--- src/design/brm_pkg.sv ---
// Shared types and constants for the bytecode register machine execute block
package brm_pkg;

   localparam int DATA_W  = 64;
   localparam int FUNC_W  = 5;
   localparam int IDX_W   = 4;
   localparam int CNT_W   = 7;
   localparam logic [CNT_W-1:0] MUL_LAST = 7'd2;
   localparam logic [CNT_W-1:0] DIV_LAST = 7'd63;

   typedef enum logic [FUNC_W-1:0] {
      FN_NOP    = 5'd0,
      FN_MOV    = 5'd1,
      FN_MOVIMM = 5'd2,
      FN_LIT    = 5'd3,
      FN_ADD    = 5'd4,
      FN_SUB    = 5'd5,
      FN_MUL    = 5'd6,
      FN_DIV    = 5'd7,
      FN_REM    = 5'd8,
      FN_AND    = 5'd9,
      FN_OR     = 5'd10,
      FN_XOR    = 5'd11,
      FN_LSL    = 5'd12,
      FN_LSR    = 5'd13,
      FN_ASR    = 5'd14,
      FN_CMP_EQ = 5'd15,
      FN_CMP_LT = 5'd16,
      FN_CMP_GT = 5'd17,
      FN_CMP_LE = 5'd18,
      FN_CMP_GE = 5'd19,
      FN_JTRUE  = 5'd20,
      FN_JFALSE = 5'd21,
      FN_JMP    = 5'd22,
      FN_ADDR   = 5'd23
   } func_type;

   typedef enum logic [2:0] {
      ST_IDLE,
      ST_EXEC,
      ST_MUL,
      ST_DIV,
      ST_WAIT
   } state_type;

   typedef struct packed {
      logic       accept;
      logic       commit;
      logic       mul_step;
      logic [1:0] mul_idx;
      logic       div_init;
      logic       div_step;
   } cmd_type;

   typedef struct packed {
      logic is_mul;
      logic is_div;
      logic out_free;
   } status_type;

endpackage

--- src/design/brm_ctrl.sv ---
// Sequencer for the execute block: accept, execute, multi-cycle units, commit
module brm_ctrl (
   input  logic                clock,
   input  logic                reset,
   input  logic                req_valid,
   output logic                req_stall,
   input  brm_pkg::status_type status,
   output brm_pkg::cmd_type    cmd
);

   brm_pkg::state_type          state_ff, state_in;
   logic [brm_pkg::CNT_W-1:0]   cnt_ff, cnt_in;

   always_ff @(posedge clock) begin
      if (reset) begin
         state_ff <= brm_pkg::ST_IDLE;
         cnt_ff   <= '0;
      end else begin
         state_ff <= state_in;
         cnt_ff   <= cnt_in;
      end
   end

   always_comb begin
      state_in  = state_ff;
      cnt_in    = cnt_ff;
      cmd       = '0;
      req_stall = 1'b1;
      case (state_ff)
         brm_pkg::ST_IDLE: begin
            req_stall = 1'b0;
            if (req_valid) begin
               cmd.accept = 1'b1;
               state_in   = brm_pkg::ST_EXEC;
            end
         end
         brm_pkg::ST_EXEC: begin
            if (status.is_mul) begin
               state_in = brm_pkg::ST_MUL;
               cnt_in   = '0;
            end else if (status.is_div) begin
               cmd.div_init = 1'b1;
               state_in     = brm_pkg::ST_DIV;
               cnt_in       = '0;
            end else if (status.out_free) begin
               cmd.commit = 1'b1;
               state_in   = brm_pkg::ST_IDLE;
            end
         end
         brm_pkg::ST_MUL: begin
            cmd.mul_step = 1'b1;
            cmd.mul_idx  = cnt_ff[1:0];
            cnt_in       = cnt_ff + 1'b1;
            if (cnt_ff == brm_pkg::MUL_LAST) state_in = brm_pkg::ST_WAIT;
         end
         brm_pkg::ST_DIV: begin
            cmd.div_step = 1'b1;
            cnt_in       = cnt_ff + 1'b1;
            if (cnt_ff == brm_pkg::DIV_LAST) state_in = brm_pkg::ST_WAIT;
         end
         brm_pkg::ST_WAIT: begin
            if (status.out_free) begin
               cmd.commit = 1'b1;
               state_in   = brm_pkg::ST_IDLE;
            end
         end
         default: begin
            state_in = brm_pkg::ST_IDLE;
         end
      endcase
   end

endmodule

--- config.mk ---
export PLATFORM = sky130hd
export DESIGN_NAME = brm_ctrl
export DESIGN_NICKNAME = d
export VERILOG_FILES = /design/src/design/brm_pkg.sv /design/src/design/brm_ctrl.sv
export SDC_FILE = /design/constraint.sdc
export NUM_CORES = 1
export LEC_CHECK = 0
export ABC_CLOCK_PERIOD_IN_PS = 1600
export BUFFER_PORTS_ARGS = -buffer_cell sky130_fd_sc_hd__buf_2
export CAP_MARGIN = 20
export CORE_ASPECT_RATIO = 0.9
export CORE_UTILIZATION = 35
export DETAILED_ROUTE_END_ITERATION = 12
export HOLD_SLACK_MARGIN = 0.06
export PLACE_DENSITY = 0.52
export SLEW_MARGIN = 15
export SYNTH_ARGS = -nofsm -noshare
export SYNTH_HDL_FRONTEND = slang
export SYNTH_SLANG_ARGS = --single-unit
--- constraint.sdc ---
create_clock -name clock -period 1.6 [get_ports clock]
set_input_delay 0.24 -clock clock [delete_from_list [all_inputs] [get_ports clock]]
set_output_delay 0.24 -clock clock [all_outputs]
set_load 0.01 [all_outputs]
==> impl_results.md <==
- Antenna cell count: 0
- Via/cell ratio: 4.899
- Synth Instances: between 70 and 80
- Skew final: ~0.0033 ns
- Clock Latency Late Sink: approximately 0.27 ns
- CTS Hold Bufs: 0
- PostCTS Resize Cnt: 2
- GRT Overall Usage: 0.1595
- Largest area contributor in the netlist: dfxtp_1
- Unrepaired setup endpoints after global routing: no
- Post-Syn Area per Cell: just over 8 µm²
- WL final: 1.353 mm
- Root buffer cell: clkbuf_4
- First-pass GRT wire length: 2.221 mm
- Layout area overhead: 22.22%
- GR Layer Usage met3: 0.06466
- Initial Util: 0.3778
- Total die area: ~0.0020 mm²
- Placed cells: around 120
- Drt pass-1 iters: 4
- Clk pin slew, worst setup/hold paths: approximately 0.07 ns
- Core area: roughly 0.0017 mm²
- Max_cap viols: 0
- H-tree Lvls: 1
- Nature of the critical path startpoint: flip-flop
- Fmax: 665.7 MHz
- Die Width: approximately 47 µm
- Critical path type: flip-flop to output pin
- Power per Cell Area: approximately 870 mW/mm²
- Initial DRC count: 12
- M2 GR Usage: 0.2333
- Post-Syn Nets: 86
- Vias in the first global route: 492
- Worst-Margin Slew: about 0.36 ns
- GR peak layer: met2
- Final non-filler cell total: ~120
- Fillers: 175
- Fin crit period: between 1.5 and 2 ns
- I/O Buffers: 13
- Drt wl/cell: between 10 and 15 µm
- Post-route setup slack: just under 0.1 ns
- DRC Markers: 0
- HPWL after detailed placement: 1.046 mm
- Max_slew headroom: 0.7621
- Yosys reg bits: 10
- Layout net count: ~100
- Post-synthesis instance area: 641.9 µm²
- Maximum VDD drop: around 0.00047 V
- CTS Sinks: 10
- Final period util: 0.9388
- Total congestion overflow: 0
- Pins Over Slew Limit: 0
- Status: completed
- Antenna viol nets, final: 0
- TritonCTS buffer count: 3
- Initial antenna violation count: 0
- Sequential share of the synthesized area: 0.3119
- Setup bufs post-CTS: 0
- Post-layout util: 0.4617
- I/O pin count: 14
- Clock Tree Buf Depth: 2
- Synthesis Warnings: 0
- Leakage: between 0.3 and 0.4 nW
- Pin count of the biggest net entering global routing: 10
- Dpl ws: 0.1264 ns
- Crit Path Max Fanout: 7
- Hold WC Path Type: primary input to flip-flop
- Die Ht: around 43 µm
- Cell row count: 14
- Via count: around 580
- Fin Setup TNS: 0 ns
- CP Data Required Time: roughly 1.4 ns
- Crit end category: output pin
- Synth cell types: 35
- Final hold violation count: 0
- Endpoints failing setup: 0
- Largest cells by area after synthesis: dfxtp_1 (31%), nor2_1 (5.8%), a21oi_1 (4.7%)
- GR Util met1: 0.2173
- Worst path arrival time: around 1.3 ns
- Share of layout cells above drive strength 1: 0.3684
- Placer Congestion: 0.7568
- Total power: around 0.69 mW
- Yosys top cell area share: 0.3119
- TritonCTS clock tree: built
path summary, 6_finish.rpt:
path                    start  slack [ns]  depth (start not counted)          end
setup / recovery  state_ff[1]         0.1                          3       cmd[6]
hold / removal          reset        0.29                          2    cnt_ff[2]
setup reg to reg    cnt_ff[0]        0.18                          6  state_ff[2]
hold reg to reg     cnt_ff[0]        0.49                          2    cnt_ff[0]
where the power goes:
group | switching, mW | total [mW] | internal [mW]
Clock | 0.0894 | 0.228 | 0.138
Sequential | 0.0222 | 0.285 | 0.263
Combinational | 0.0898 | 0.173 | 0.0836
per-stage QoR:
step | cell area (µm²) | hold slack, ns
after detailed placement | 737.0 | 0.4909
after floorplan | 641.9 | 0.4440
after global placement | 737.0 | 0.4856
after CTS | 775.7 | 0.2755
after global routing | 784.5 | 0.2926
final | 784.5 | 0.2875
logic make-up (layout without fill, tap and decap cells):
family,count (synthesis),after routing,synth area share
AO/OA/AOI/OAI,19,19,0.2008
AND/OR/NAND/NOR,41,41,0.3840
multiplexers,1,1,0.01754
buffers and inverters,5,22,0.04679
flip-flops,10,10,0.3119
adder cells (fa/ha/maj),2,2,0.03898
cell type report:
class / count / area [µm²] / share of cell area
sequential: 10 / 203.9 / 0.2600
tap: 24 / 30.03 / 0.03828
timing repair buffer: 16 / 87.58 / 0.1116
multi-input combinational: 63 / 419.2 / 0.5343
inverter: 2 / 7.507 / 0.009569
clock buffer: 4 / 36.28 / 0.04625
cell usage after synthesis (all sizes together):
library cell and n:
o21ai 2, dfxtp 10, ha 2, nand2b 1
o22ai 1, nor3b 4, buf 3, o41ai 1
a22oi 1, nand3 3, or4 1, o21bai 2
mux2 1, inv 2, nor2b 3, a21oi 6
and2 2, nand4 1, nand2 5, or2 2
and3 2, o21a 2, or2b 1, nor2 10
o211ai 1, nor3 4, a211o 1, o31ai 2
or3 1, and3b 1
routing by layer:
metal,routed length [µm],up-vias
li1,-,313
met1,679,255
met2,596,13
met3,69,2
met4,8,0
met5,0,-
state kept, by name, indices dropped and copies added (netlist names):
signal / cells
cnt_ff: 7
state_ff: 3
placed cells by master (no fill, tap or decap), types with 2 or more instances in the layout:
cell type  count
clkbuf_4       3
dfxtp_2        3
and2_1         2
ha_1           2
dfxtp_1        7
nor2_1         9
or2_2          2
nand2_1        5
buf_2         13
o31ai_1        2
o21ai_0        2
buf_4          3
nor3_1         3
a21oi_1        6
nor3b_2        2
nand3_1        3
inv_1          2
and3_1         2
nor2b_1        3
nor3b_1        2
o21a_1         2
critical path: stages, from the launching register on:
cell and delay [ns]:
dfxtp_2 0.38, or3_4 0.41, nor2_1 0.08, buf_2 0.13
Note: power is estimated with default switching activity, not from simulation.
